$ cat src/rtl/c_like_lexer_assert.svh
// Assertion macros for the lexer RTL.
`ifndef C_LIKE_LEXER_ASSERT_SVH
`define C_LIKE_LEXER_ASSERT_SVH

// Checks a property on every clock edge outside reset.
`define CLL_ASSERT(lbl, prop, msg) \
  lbl: assert property (@(posedge clk) disable iff (!rst_n) (prop)) else $error(msg);

// Checks that a condition holds in the cycle after its trigger.
`define CLL_ASSERT_NEXT(lbl, ante, cons, msg) \
  lbl: assert property (@(posedge clk) disable iff (!rst_n) (ante) |=> (cons)) \
    else $error(msg);

`endif

$ cat src/rtl/cll_pkg.sv
// Package with token types, character codes and shared structs of the lexer.
`default_nettype none

package cll_pkg;

  localparam logic [3:0] TOK_END      = 4'd0;
  localparam logic [3:0] TOK_LPAREN   = 4'd1;
  localparam logic [3:0] TOK_RPAREN   = 4'd2;
  localparam logic [3:0] TOK_COLON    = 4'd3;
  localparam logic [3:0] TOK_SEMI     = 4'd4;
  localparam logic [3:0] TOK_STAR     = 4'd5;
  localparam logic [3:0] TOK_LBRACKET = 4'd6;
  localparam logic [3:0] TOK_RBRACKET = 4'd7;
  localparam logic [3:0] TOK_LBRACE   = 4'd8;
  localparam logic [3:0] TOK_RBRACE   = 4'd9;
  localparam logic [3:0] TOK_STRING   = 4'd10;
  localparam logic [3:0] TOK_IDENT    = 4'd11;
  localparam logic [3:0] TOK_UNKNOWN  = 4'd12;

  localparam logic [7:0] CH_NUL       = 8'h00;
  localparam logic [7:0] CH_LF        = 8'h0A;
  localparam logic [7:0] CH_CR        = 8'h0D;
  localparam logic [7:0] CH_SLASH     = 8'h2F;
  localparam logic [7:0] CH_STAR      = 8'h2A;
  localparam logic [7:0] CH_BACKSLASH = 8'h5C;
  localparam logic [7:0] CH_QUOTE     = 8'h22;
  localparam logic [7:0] CH_UNDERLINE = 8'h5F;

  localparam logic [15:0] LEN_MAX = 16'hFFFF;

  localparam int unsigned QUEUE_DEPTH = 4;

  typedef struct packed {
    logic [3:0]  kind;
    logic [15:0] start;
    logic [15:0] length;
    logic        last;
  } token_t;

  typedef struct packed {
    logic [1:0] cnt;
    token_t     tok0;
    token_t     tok1;
  } push_t;

  function automatic logic [3:0] punct_type(input logic [7:0] c);
    logic [3:0] t;
    case (c)
      8'h28:   t = TOK_LPAREN;
      8'h29:   t = TOK_RPAREN;
      8'h3A:   t = TOK_COLON;
      8'h3B:   t = TOK_SEMI;
      CH_STAR: t = TOK_STAR;
      8'h5B:   t = TOK_LBRACKET;
      8'h5D:   t = TOK_RBRACKET;
      8'h7B:   t = TOK_LBRACE;
      8'h7D:   t = TOK_RBRACE;
      default: t = TOK_UNKNOWN;
    endcase
    return t;
  endfunction

  function automatic logic is_space(input logic [7:0] c);
    return c inside {8'h20, 8'h09, 8'h0A, 8'h0B, 8'h0C, 8'h0D};
  endfunction

  function automatic logic is_alpha(input logic [7:0] c);
    return (c inside {[8'h41:8'h5A]}) || (c inside {[8'h61:8'h7A]});
  endfunction

  function automatic logic is_digit(input logic [7:0] c);
    return c inside {[8'h30:8'h39]};
  endfunction

endpackage

`default_nettype wire

$ cat src/rtl/cll_front.sv
// Front end of the lexer: scanner state machine that classifies each byte into tokens.
`default_nettype none

module cll_front #(
  parameter int unsigned MAX_TEXT_BYTES = 65536
) (
  input  wire logic          clk,
  input  wire logic          rst_n,
  input  wire logic          in_valid,
  input  wire logic          in_stall,
  input  wire logic [7:0]    in_text_byte,
  output cll_pkg::push_t     push_o
);
  import cll_pkg::*;

  localparam int unsigned PW = $clog2(MAX_TEXT_BYTES);
  localparam logic [PW-1:0] POS_LAST = PW'(MAX_TEXT_BYTES - 1);

  typedef enum logic [7:0] {
    M_IDLE       = 8'b0000_0001,
    M_SLASH      = 8'b0000_0010,
    M_LINE       = 8'b0000_0100,
    M_BLOCK      = 8'b0000_1000,
    M_BLOCK_STAR = 8'b0001_0000,
    M_STRING     = 8'b0010_0000,
    M_STRING_ESC = 8'b0100_0000,
    M_IDENT      = 8'b1000_0000
  } mode_t;

  typedef struct packed {
    mode_t       mode;
    logic        emit;
    token_t      tok;
    logic        ld_start;
    logic [15:0] start;
    logic        ld_len;
    logic [15:0] len;
  } idle_res_t;

  function automatic idle_res_t idle_lex(input logic [7:0] c, input logic [15:0] pos,
                                         input logic [15:0] pos_inc);
    idle_res_t r;
    r.mode     = M_IDLE;
    r.emit     = 1'b0;
    r.tok      = '{kind: punct_type(c), start: pos, length: 16'd1, last: 1'b1};
    r.ld_start = 1'b0;
    r.start    = pos;
    r.ld_len   = 1'b0;
    r.len      = 16'd0;
    if (is_space(c)) begin
      r.emit = 1'b0;
    end else if (c == CH_NUL) begin
      r.emit     = 1'b1;
      r.tok.kind = TOK_END;
    end else if (c == CH_SLASH) begin
      r.mode     = M_SLASH;
      r.ld_start = 1'b1;
    end else if (c == CH_QUOTE) begin
      r.mode     = M_STRING;
      r.ld_start = 1'b1;
      r.start    = pos_inc;
      r.ld_len   = 1'b1;
    end else if (is_alpha(c)) begin
      r.mode     = M_IDENT;
      r.ld_start = 1'b1;
      r.ld_len   = 1'b1;
      r.len      = 16'd1;
    end else begin
      r.emit = 1'b1;
    end
    return r;
  endfunction

  mode_t            mode_r, mode_nxt;
  logic [PW-1:0]    pos_r, pos_nxt;
  logic [15:0]      pstart_r, pstart_nxt;
  logic [15:0]      plen_r, plen_nxt;
  logic [PW-1:0]    pos_inc;
  logic [PW+15:0]   pos_ext, pos_inc_ext;
  logic [15:0]      pos16, pos_inc16, plen_sat;
  logic             accept, pre_emit, run_idle, idle_emit;
  token_t           pre_tok;
  idle_res_t        ir;

  assign accept      = in_valid && !in_stall;
  assign pos_inc     = (pos_r == POS_LAST) ? '0 : pos_r + PW'(1);
  assign pos_ext     = {16'd0, pos_r};
  assign pos_inc_ext = {16'd0, pos_inc};
  assign pos16       = pos_ext[15:0];
  assign pos_inc16   = pos_inc_ext[15:0];
  assign plen_sat    = (plen_r == LEN_MAX) ? LEN_MAX : plen_r + 16'd1;
  assign ir          = idle_lex(in_text_byte, pos16, pos_inc16);

  always_comb begin
    mode_nxt   = mode_r;
    pstart_nxt = pstart_r;
    plen_nxt   = plen_r;
    pre_emit   = 1'b0;
    run_idle   = 1'b0;
    pre_tok    = '{kind: TOK_STRING, start: pstart_r, length: plen_r, last: 1'b0};
    case (mode_r)
      M_SLASH: begin
        if (in_text_byte == CH_SLASH) begin
          mode_nxt = M_LINE;
        end else if (in_text_byte == CH_STAR) begin
          mode_nxt = M_BLOCK;
        end else begin
          pre_emit       = 1'b1;
          pre_tok.kind   = TOK_UNKNOWN;
          pre_tok.length = 16'd1;
          run_idle       = 1'b1;
        end
      end
      M_LINE: begin
        if (in_text_byte == CH_NUL) begin
          run_idle = 1'b1;
        end else if (in_text_byte == CH_LF || in_text_byte == CH_CR) begin
          mode_nxt = M_IDLE;
        end
      end
      M_BLOCK, M_BLOCK_STAR: begin
        if (in_text_byte == CH_NUL) begin
          run_idle = 1'b1;
        end else if (mode_r == M_BLOCK_STAR && in_text_byte == CH_SLASH) begin
          mode_nxt = M_IDLE;
        end else begin
          mode_nxt = (in_text_byte == CH_STAR) ? M_BLOCK_STAR : M_BLOCK;
        end
      end
      M_STRING: begin
        if (in_text_byte == CH_NUL) begin
          pre_emit = 1'b1;
          run_idle = 1'b1;
        end else if (in_text_byte == CH_QUOTE) begin
          pre_emit = 1'b1;
          mode_nxt = M_IDLE;
        end else begin
          plen_nxt = plen_sat;
          if (in_text_byte == CH_BACKSLASH) begin
            mode_nxt = M_STRING_ESC;
          end
        end
      end
      M_STRING_ESC: begin
        if (in_text_byte == CH_NUL) begin
          pre_emit = 1'b1;
          run_idle = 1'b1;
        end else begin
          plen_nxt = plen_sat;
          mode_nxt = M_STRING;
        end
      end
      M_IDENT: begin
        if (is_alpha(in_text_byte) || is_digit(in_text_byte) ||
            in_text_byte == CH_UNDERLINE) begin
          plen_nxt = plen_sat;
        end else begin
          pre_emit     = 1'b1;
          pre_tok.kind = TOK_IDENT;
          run_idle     = 1'b1;
        end
      end
      default: begin
        run_idle = 1'b1;
      end
    endcase
    if (run_idle) begin
      mode_nxt = ir.mode;
      if (ir.ld_start) begin
        pstart_nxt = ir.start;
      end
      if (ir.ld_len) begin
        plen_nxt = ir.len;
      end
    end
    if (in_text_byte == CH_NUL) begin
      mode_nxt   = M_IDLE;
      pos_nxt    = '0;
      pstart_nxt = 16'd0;
      plen_nxt   = 16'd0;
    end else begin
      pos_nxt = pos_inc;
    end
  end

  assign idle_emit = run_idle && ir.emit;

  always_comb begin
    push_o.cnt       = accept ? ({1'b0, pre_emit} + {1'b0, idle_emit}) : 2'd0;
    push_o.tok0      = pre_emit ? pre_tok : ir.tok;
    push_o.tok0.last = !(pre_emit && idle_emit);
    push_o.tok1      = ir.tok;
    push_o.tok1.last = 1'b1;
  end

  always_ff @(posedge clk) begin
    if (!rst_n) begin
      mode_r   <= M_IDLE;
      pos_r    <= '0;
      pstart_r <= 16'd0;
      plen_r   <= 16'd0;
    end else if (accept) begin
      mode_r   <= mode_nxt;
      pos_r    <= pos_nxt;
      pstart_r <= pstart_nxt;
      plen_r   <= plen_nxt;
    end
  end

endmodule

`default_nettype wire

$ cat src/rtl/cll_queue.sv
// Lexer back end: queue draining one token per cycle to the output register unless stalled.
`default_nettype none

module cll_queue (
  input  wire logic      clk,
  input  wire logic      rst_n,
  input  wire cll_pkg::push_t push_i,
  output logic           busy_o,
  input  wire logic      out_stall,
  output logic           out_valid,
  output cll_pkg::token_t out_tok
);
  import cll_pkg::*;

  localparam int unsigned QIW = $clog2(QUEUE_DEPTH);
  localparam int unsigned QCW = $clog2(QUEUE_DEPTH + 1);

  token_t           q_r [QUEUE_DEPTH];
  logic [QIW-1:0]   wr_ptr_r, wr_ptr_nxt, rd_ptr_r, rd_ptr_nxt, wr_ptr_p1;
  logic [QCW-1:0]   count_r, count_nxt;
  logic             out_valid_r, out_valid_nxt;
  token_t           out_tok_r;
  logic             load;

  assign load       = (count_r != '0) && (!out_valid_r || !out_stall);
  assign wr_ptr_p1  = wr_ptr_r + QIW'(1);
  assign busy_o     = count_r > QCW'(QUEUE_DEPTH - 2);
  assign wr_ptr_nxt = wr_ptr_r + QIW'(push_i.cnt);
  assign rd_ptr_nxt = load ? rd_ptr_r + QIW'(1) : rd_ptr_r;
  assign count_nxt  = count_r + QCW'(push_i.cnt) - QCW'(load);

  always_comb begin
    if (load) begin
      out_valid_nxt = 1'b1;
    end else if (!out_stall) begin
      out_valid_nxt = 1'b0;
    end else begin
      out_valid_nxt = out_valid_r;
    end
  end

  always_ff @(posedge clk) begin
    if (push_i.cnt != 2'd0) begin
      q_r[wr_ptr_r] <= push_i.tok0;
    end
    if (push_i.cnt == 2'd2) begin
      q_r[wr_ptr_p1] <= push_i.tok1;
    end
    if (load) begin
      out_tok_r <= q_r[rd_ptr_r];
    end
  end

  always_ff @(posedge clk) begin
    if (!rst_n) begin
      wr_ptr_r    <= '0;
      rd_ptr_r    <= '0;
      count_r     <= '0;
      out_valid_r <= 1'b0;
    end else begin
      wr_ptr_r    <= wr_ptr_nxt;
      rd_ptr_r    <= rd_ptr_nxt;
      count_r     <= count_nxt;
      out_valid_r <= out_valid_nxt;
    end
  end

  assign out_valid = out_valid_r;
  assign out_tok   = out_tok_r;

endmodule

`default_nettype wire

$ cat src/rtl/c_like_lexer.sv
// Top level of the streaming lexer for C-like source text.
// The input channel takes one source byte per word; byte 0 ends the text.
// The output channel gives one token per word: type, start offset, length,
// and a flag on the last token caused by one input byte.
// A byte is accepted when in_valid is high and in_stall is low. A token
// leaves when out_valid is high and out_stall is low.
// The scanner classifies a byte in the cycle it is accepted and pushes up to
// two tokens into a four-word queue; the first token of a byte passes through
// the queue and the output register before it appears at the output.
// Throughput is one byte per cycle while in_stall is low. A byte that causes
// two tokens needs two output words; the queue absorbs that, and in_stall
// rises when fewer than two queue words are free.
// When the receiver stalls, the output word holds and the queue fills; the
// queue then stalls the input.
// Synchronous reset empties the queue, drops out_valid and returns the
// scanner to the state between tokens at offset zero.
`default_nettype none

`include "c_like_lexer_assert.svh"

module c_like_lexer #(
  parameter int unsigned MAX_TEXT_BYTES = 65536
) (
  input  wire logic        clk,
  input  wire logic        rst_n,
  input  wire logic        in_valid,
  output logic             in_stall,
  input  wire logic [7:0]  in_text_byte,
  output logic             out_valid,
  input  wire logic        out_stall,
  output logic [3:0]       out_token_type,
  output logic [15:0]      out_token_start,
  output logic [15:0]      out_token_length,
  output logic             out_last_of_run
);
  import cll_pkg::*;

  push_t  push;
  token_t out_tok;

  cll_front #(
    .MAX_TEXT_BYTES(MAX_TEXT_BYTES)
  ) u_front (
    .clk          (clk),
    .rst_n        (rst_n),
    .in_valid     (in_valid),
    .in_stall     (in_stall),
    .in_text_byte (in_text_byte),
    .push_o       (push)
  );

  cll_queue u_queue (
    .clk       (clk),
    .rst_n     (rst_n),
    .push_i    (push),
    .busy_o    (in_stall),
    .out_stall (out_stall),
    .out_valid (out_valid),
    .out_tok   (out_tok)
  );

  assign out_token_type   = out_tok.kind;
  assign out_token_start  = out_tok.start;
  assign out_token_length = out_tok.length;
  assign out_last_of_run  = out_tok.last;

  `CLL_ASSERT(a_push_on_accept, (push.cnt == 2'd0) || (in_valid && !in_stall), "tokens pushed without an accepted byte")
  `CLL_ASSERT(a_nul_emits, !(in_valid && !in_stall && in_text_byte == CH_NUL) || (push.cnt != 2'd0), "end of text gave no token")
  `CLL_ASSERT(a_end_is_last, !(out_valid && out_token_type == TOK_END) || out_last_of_run, "end token not last of its run")
  `CLL_ASSERT_NEXT(a_run_follows, out_valid && !out_stall && !out_last_of_run, out_valid, "second token of a run not ready")

endmodule

`default_nettype wire

$ cat config.mk
export PLATFORM = sky130hd
export DESIGN_NAME = c_like_lexer
export DESIGN_NICKNAME = d
export VERILOG_FILES = /design/src/rtl/cll_pkg.sv /design/src/rtl/cll_front.sv /design/src/rtl/cll_queue.sv /design/src/rtl/c_like_lexer.sv
export VERILOG_INCLUDE_DIRS = /design/src /design/src/rtl
export SDC_FILE = /design/constraint.sdc
export NUM_CORES = 1
export LEC_CHECK = 0
export ABC_AREA = 1
export BUFFER_PORTS_ARGS = -buffer_cell sky130_fd_sc_hd__buf_4
export CORE_UTILIZATION = 50
export CTS_BUF_LIST = sky130_fd_sc_hd__clkbuf_4
export CTS_CLUSTER_SIZE = 25
export DETAILED_ROUTE_END_ITERATION = 6
export GPL_ROUTABILITY_DRIVEN = 0
export PLACE_DENSITY = 0.64
export SLEW_MARGIN = 20
export SYNTH_ARGS = -nofsm -noshare
export SYNTH_HDL_FRONTEND = slang
export SYNTH_HIERARCHICAL = 1
export SYNTH_SLANG_ARGS = --single-unit
$ cat constraint.sdc
create_clock -name clk -period 20 [get_ports clk]
set_input_delay 4 -clock clk [delete_from_list [all_inputs] [get_ports clk]]
set_output_delay 4 -clock clk [all_outputs]
set_load 0.05 [all_outputs]
==> results of run 1 <==
-- report_power, final --
| part | total, mW | switching, mW | internal, mW |
|---|---|---|---|
| Sequential | 0.686 | 0.0255 | 0.660 |
| Clock | 0.473 | 0.217 | 0.257 |
| Combinational | 0.518 | 0.385 | 0.133 |
-- flip-flops by register name (all words and copies together) (netlist names), 3 cells and up --
signal            count
u_queue/q_r         148
u_queue/out_tok      37
u_front/plen_r       16
u_front/pos16        16
u_front/pstart_r     16
u_front/mode_r        8
u_queue/count_r       3
-- how the worst min path moves through the flow --
stage,endpoint,slack [ns],cells after the start
6_report,u_front/pstart_r[12],0.47,2
5_1_grt,u_front/pstart_r[6],0.48,2
4_1_cts,u_front/pstart_r[12],0.47,2
3_5_place_dp,u_front/pstart_r[12],0.46,2
3_3_place_gp,u_front/pstart_r[6],0.45,2
2_1_floorplan,u_front/pstart_r[2],0.44,2
-- per-layer routing --
metal  part of all wire, %  up-vias  routed length [µm]  GRT usage (%)
met4                   2.7        0                 889           10.3
met5                     0        -                   0              0
met2                    46      406               15100           38.9
li1                      -     5510                   -              -
met1                    44     5143               14600           33.4
met3                   7.0       66                2300           3.95
-- placed cells by master (no fill, tap or decap), types with 3 or more instances in the layout --
cell type | netlist | routed
nor3_1 | 16 | 16
o31ai_4 | 0 | 4
o22ai_1 | 39 | 39
nand2_2 | 5 | 5
nand2_1 | 349 | 349
nor2_2 | 9 | 9
dfxtp_1 | 64 | 63
nor2_1 | 173 | 173
nand3_1 | 71 | 71
inv_1 | 139 | 139
clkinv_2 | 1 | 3
nor2_4 | 3 | 3
clkbuf_4 | 0 | 100
inv_2 | 6 | 6
edfxtp_1 | 185 | 185
clkinv_1 | 1 | 13
nand4_1 | 19 | 19
o21ai_1 | 91 | 91
xor2_1 | 9 | 9
ha_1 | 7 | 7
o21ai_0 | 166 | 166
o21ai_2 | 20 | 20
conb_1 | 2 | 17
buf_4 | 22 | 67
nand3_2 | 8 | 8
a21oi_1 | 71 | 70
-- metrics by stage --
| step | area (µm²) | setup slack [ns] | total power [mW] |
|---|---|---|---|
| after floorplan | 13400 | 10.73 | 1.07 |
| final | 14600 | 12.18 | 1.68 |
| after detailed placement | 13700 | 11.54 | 1.22 |
| after global routing | 14600 | 11.87 | 1.77 |
| after CTS | 14600 | 12.24 | 1.70 |
| after global placement | 13700 | 11.67 | 1.21 |
-- logic make-up after synthesis --
group / count (synthesis) / synth area share, %
buffers and inverters: 250 / 9.32
xor gates and xnor gates: 9 / 0.591
adders and majority gates: 8 / 0.806
and+or+nand+nor: 668 / 21.5
AOI/OAI and AO/OA: 404 / 16.5
other: 2 / 0.0563
DFF: 249 / 51.2
-- worst max-delay path, cell delays in order --
cell and delay [ns]:
buf_4 0.09, inv_1 0.07, nand3_1 0.15, inv_1 0.09, nand2_1 0.65, nor2_4 0.08
a211oi_2 0.24, nand2_2 0.42, ha_1 0.48, inv_1 0.04, nor2_1 0.44, nor2_1 0.32
o31ai_4 0.52, buf_4 0.49
-- cell type report --
cell class	instances	share of cell area, %
flip-flops and latches	249	46.8
multi-input cells	1106	36.9
clock buffers	100	5.14
inverters	147	3.79
repair buffers	67	3.44
well taps	335	2.87
clock inverters	20	1.02
diodes	1	0.0171
==> impl_metrics.py, run 1 <==
metrics = {
    "run_status": {
        "status": "finished with violations",
        "violations": "design-rule violations",
    },
    "drt": {
        "vias_per_cell": 5.49,
        "drt-pass1-iter-count": 7,
        "wirelength_mm": 32.9,
        "drc": 16,
        "via_count": 11125,
        "antenna_left": 0,
        "wire_per_inst_um": 16.3,
        "drt_iter0_drc": 1190,
    },
    "yosys": {
        "synth_edf_count": 185,
        "ys.flop_type": "edfxtp_1",
        "post-synth-top-count-cell": "nand2_1",
        "synth_top_area_share_pct": 41.6,
        "syn_inst": 1590,
        "synthTopCellsByArea": "edfxtp_1 42%, nand2_1 9.8%, dfxtp_1 9.6%, o21ai_0 6.2%, nor2_1 4.9%",
        "synth_common_cells": "349 x nand2_1, 185 x edfxtp_1, 173 x nor2_1, 166 x o21ai_0, 139 x inv_1",
        "synth_cell_types": 49,
        "seq_area_frac_synth_pct": 51.2,
        "synth_largest_area_cell": "edfxtp_1",
        "ys_async_sr_fraction_pct": 0,
        "synth_seq_cells": 249,
        "syn_area_um2": 13300,
        "yosys_warnings": 6,
        "avgSynthCellArea_um2": 8.40,
    },
    "global_routing": {
        "grt_use_total_pct": 24.6,
        "grt_pass1_wl_mm": 52.0,
        "grt_max_degree": 77,
        "grt_pass1_vias": 10124,
        "antenna_found_initial": 1,
        "grt_remaining_overflow": 0,
    },
    "clock_tree": {
        "cts-root-buf": "clkbuf_4",
        "clock_latency_ns": 0.70,
        "cts_tree": "built",
        "clock-sinks": 249,
        "numCtsBuffers": 70,
        "postCtsResizedCells": 0,
        "cts_setup_buffers": 0,
        "holdBufCountCts": 0,
        "clk_pin_slew_ns": 0.06,
        "cts_max_path_buffers": 3,
        "htreeDepth": 3,
    },
    "placement": {
        "dp_cells": 1904,
        "io_buffers": 50,
        "hpwl_mm": 21.0,
    },
    "setup_path": {
        "r2r_end": "u_queue/q_r[0][19]",
        "critPathRequiredTime_ns": 20.29,
        "worstSetupEndpoint": "u_queue/q_r[0][19]",
        "path_max_fanout": 37,
        "ff2ff_setup_slack_ns": 15.53,
        "crit_start": "in_text_byte[4]",
        "critPathKind": "in -> reg",
        "cp-start-kind": "input port",
        "r2r-start": "u_front/mode_r[0]",
        "rr_worst_depth": 11,
        "crit_path_end_kind": "flop",
        "critPathArrivalTime_ns": 8.11,
    },
    "floorplanning": {
        "die_x_um": 165,
        "num_io_pins": 51,
        "start_util_pct": 51.1,
        "dieArea_um2": 27400,
        "die_y_um": 165,
        "core_area_um2": 26100,
        "rows": 59,
    },
    "layout": {
        "final_core_util_pct": 55.9,
        "syn_to_final_growth_pct": 9.42,
        "multi_input_area_um2": 5390,
        "drive_gt1_share_pct": 14.5,
        "final_cells": 2025,
        "final_nets": 1661,
        "regArea_um2": 6840,
        "filler_cell_count": 2396,
    },
    "sta": {
        "fmax_mhz": 128,
        "timing.slew.headroom_pct": 41.6,
        "timing.final.crit_share_pct": 39.1,
        "finalSetupViolations": 0,
        "rsz0062_at_grt": "false",
        "tightest_slew_ns": 0.874,
        "hold_viol": 0,
        "hold_ws_ns": 0.466,
        "finalCriticalPeriod_ns": 7.82,
        "clock_skew_ns": 0.0607,
        "finalSetupTns_ns": 0,
        "slew_violations": 0,
    },
    "power": {
        "p_per_area_nw_per_um2": 115,
        "ir_worst_vdd_mv": 0.0688,
        "p_leak_nw": 5.35,
    },
    "worst_hold_path": {
        "hp-class": "reg -> reg",
        "hold_start": "u_front/pstart_r[12]",
    },
    "job": {
        "cap_violations": 0,
    },
}
(Power assumes the default switching activity.)
==> inputs of run 2 (changes only) <==
==> constraint.sdc (replaced) <==
create_clock -name clk -period 7.5 [get_ports clk]
set_input_delay 1.5 -clock clk [delete_from_list [all_inputs] [get_ports clk]]
set_output_delay 1.5 -clock clk [all_outputs]
set_load 0.05 [all_outputs]
==> run 2 against run 1 <==
  * The run still ends with design-rule violations left
  * First-iteration DRC count decreased by 33%
  * Sequential power increased to 2.7 times the previous value
  * Flip-flop and latch count unchanged
  * Clock skew decreased by 0.0045 ns
  * Combinational power increased to 2.7 times the previous value
  * Critical path type unchanged
  * Via count decreased by 1.2%
==> impl_metrics.py, run 2 (same netlist as run 1, synthesis figures left out) <==
metrics = {
    "run_status": {
        "status": "finished with violations",
        "violations": "design-rule violations",
    },
    "setup_path": {
        "worstPathCellList": "buf_4 -> nor2_2 -> nand3_1 -> inv_1 -> nand2_1 -> nor2_4 -> a211oi_2 -> nand2_2 -> buf_4 -> ha_1 -> inv_1 -> nor2_1 -> inv_2 -> nor2_8 -> nand3_2 -> o31ai_4 -> buf_4",
        "r2r-start": "u_front/mode_r[3]",
        "path_common_cell": "buf_4",
        "path_max_fanout": 48,
        "crit_path_end_kind": "flop",
        "crit_start": "in_text_byte[7]",
        "ff2ff_setup_slack_ns": 2.81,
        "critPathKind": "in -> reg",
        "critPathArrivalTime_ns": 5.67,
        "r2r_end": "u_queue/q_r[1][19]",
        "rr_worst_depth": 15,
        "cp-start-kind": "input port",
        "cp_slowest_stage_delay_ns": 0.73,
        "critical_path.slowest_cell": "nand3_2",
        "worstSetupEndpoint": "u_queue/q_r[1][19]",
        "critPathRequiredTime_ns": 7.75,
    },
    "worst_hold_path": {
        "hp-class": "reg -> reg",
        "whs_path_depth": 2,
    },
    "sta": {
        "clock_skew_ns": 0.0562,
        "finalSetupViolations": 0,
        "finalSetupTns_ns": 0,
        "hold_viol": 0,
        "timing.slew.headroom_pct": 34.9,
        "rsz0062_at_grt": "false",
        "tightest_slew_ns": 0.976,
        "fmax_mhz": 184,
        "timing.final.crit_share_pct": 72.3,
        "setup_slack_ns": 2.08,
        "slew_violations": 0,
        "finalCriticalPeriod_ns": 5.42,
    },
    "global_routing": {
        "grt_pass1_vias": 10322,
        "antenna_found_initial": 1,
        "grt_max_degree": 76,
        "grt_use_total_pct": 25.0,
        "grt_remaining_overflow": 0,
        "grt_pass1_wl_mm": 53.0,
    },
    "clock_tree": {
        "cts_tree": "built",
        "cts-root-buf": "clkbuf_4",
        "clock-sinks": 249,
        "cts_max_path_buffers": 3,
        "htreeDepth": 3,
        "clock_latency_ns": 0.66,
        "holdBufCountCts": 0,
        "cts_setup_buffers": 0,
        "postCtsResizedCells": 0,
        "numCtsBuffers": 66,
        "clk_pin_slew_ns": 0.06,
    },
    "placement": {
        "pre_cts_ws_ns": 1.45,
        "dp_cells": 1905,
        "io_buffers": 50,
        "hpwl_mm": 20.8,
    },
    "drt": {
        "drc": 16,
        "drt-pass1-iter-count": 7,
        "antenna_left": 0,
        "wire_per_inst_um": 16.3,
        "drt_iter0_drc": 796,
        "via_count": 10990,
        "wirelength_mm": 32.9,
        "vias_per_cell": 5.44,
    },
    "floorplanning": {
        "start_util_pct": 51.1,
        "core_area_um2": 26100,
        "dieArea_um2": 27400,
        "die_y_um": 165,
        "rows": 59,
        "num_io_pins": 51,
        "die_x_um": 165,
    },
    "power": {
        "p_sw_mw": 1.65,
        "p_sw_share_pct": 37.2,
        "p_leak_nw": 5.34,
        "internal-power_mw": 2.80,
        "p_per_area_nw_per_um2": 305,
        "total_power_mw": 4.45,
        "clkPwrFrac_pct": 27.7,
        "combPwrFrac_pct": 31.1,
        "p_seq_share_pct": 41.1,
        "ir_worst_vdd_mv": 0.205,
    },
    "layout": {
        "final_nets": 1658,
        "syn_to_final_growth_pct": 9.25,
        "drive_gt1_share_pct": 14.6,
        "final_cells": 2019,
        "largest_reg_flops": 148,
        "final_common_cell": "nand2_1",
        "regMostFlops": "u_queue/q_r",
        "final_cell_mix": "349 x nand2_1, 185 x edfxtp_1, 173 x nor2_1",
    },
    "job": {
        "cap_violations": 0,
    },
}
==> run 2: changes by cell type in the layout (fill, tap and decap cells not counted) <==
cell	before	now
buf_4	67	68
clkinv_1	13	7
clkinv_2	3	1
inv_6	1	0
inv_2	6	7
clkbuf_4	100	101
==> run 2: through the flow <==
step           instance area (µm²)  hold slack, ns  util (%)
2_1_floorplan                13400           0.439         -
3_3_place_gp                 13700           0.451      52.5
3_5_place_dp                 13700           0.455      52.5
4_1_cts                      14600           0.466      55.8
5_1_grt                      14600           0.488      55.8
6_report                     14600           0.467      55.8
==> run 2: worst min path at each step <==
stage                                     from                    to  slack (ns)
after floorplan            u_front/pstart_r[2]   u_front/pstart_r[2]        0.44
after global placement    u_front/pstart_r[12]  u_front/pstart_r[12]        0.45
after detailed placement  u_front/pstart_r[15]  u_front/pstart_r[15]        0.46
after CTS                  u_front/pstart_r[5]   u_front/pstart_r[5]        0.47
after global routing       u_front/pstart_r[6]   u_front/pstart_r[6]        0.49
final                     u_front/pstart_r[14]  u_front/pstart_r[14]        0.47
==> run 2: worst max-delay path, delay by kind of cell <==
family	cells	cell delay, ns
simple gates	8	2.29
buf+inv	6	1.29
compound gates	2	0.33
fa+ha+maj	1	0.21
==> run 2: per-layer routing <==
layer  share of wire [%]  global-route usage, %
met1                  45                   33.7
met2                  47                   40.6
met3                 6.3                   4.57
met4                 1.6                   7.89
met5                   0                      0
==> run 2: cell type report <==
| class | count | area [µm²] |
|---|---|---|
| fillers | 2438 | 11500 |
| clock inverters | 12 | 111 |
| diodes | 1 | 2.50 |
| flip-flops and latches | 249 | 6840 |
| multi-input cells | 1106 | 5390 |
| inverters | 147 | 553 |
| well taps | 335 | 419 |
| clock buffers | 101 | 758 |
| repair buffers | 68 | 510 |
==> run 2: power groups by stage <==
stage               combinational, mW  clock, mW  sequential (mW)
global route                     1.51       1.34             1.86
detailed placement               1.39          0             1.86
global placement                 1.38          0             1.86
finish                           1.39       1.23             1.83
CTS                              1.40       1.27             1.83
floorplan                       0.600          0             2.25
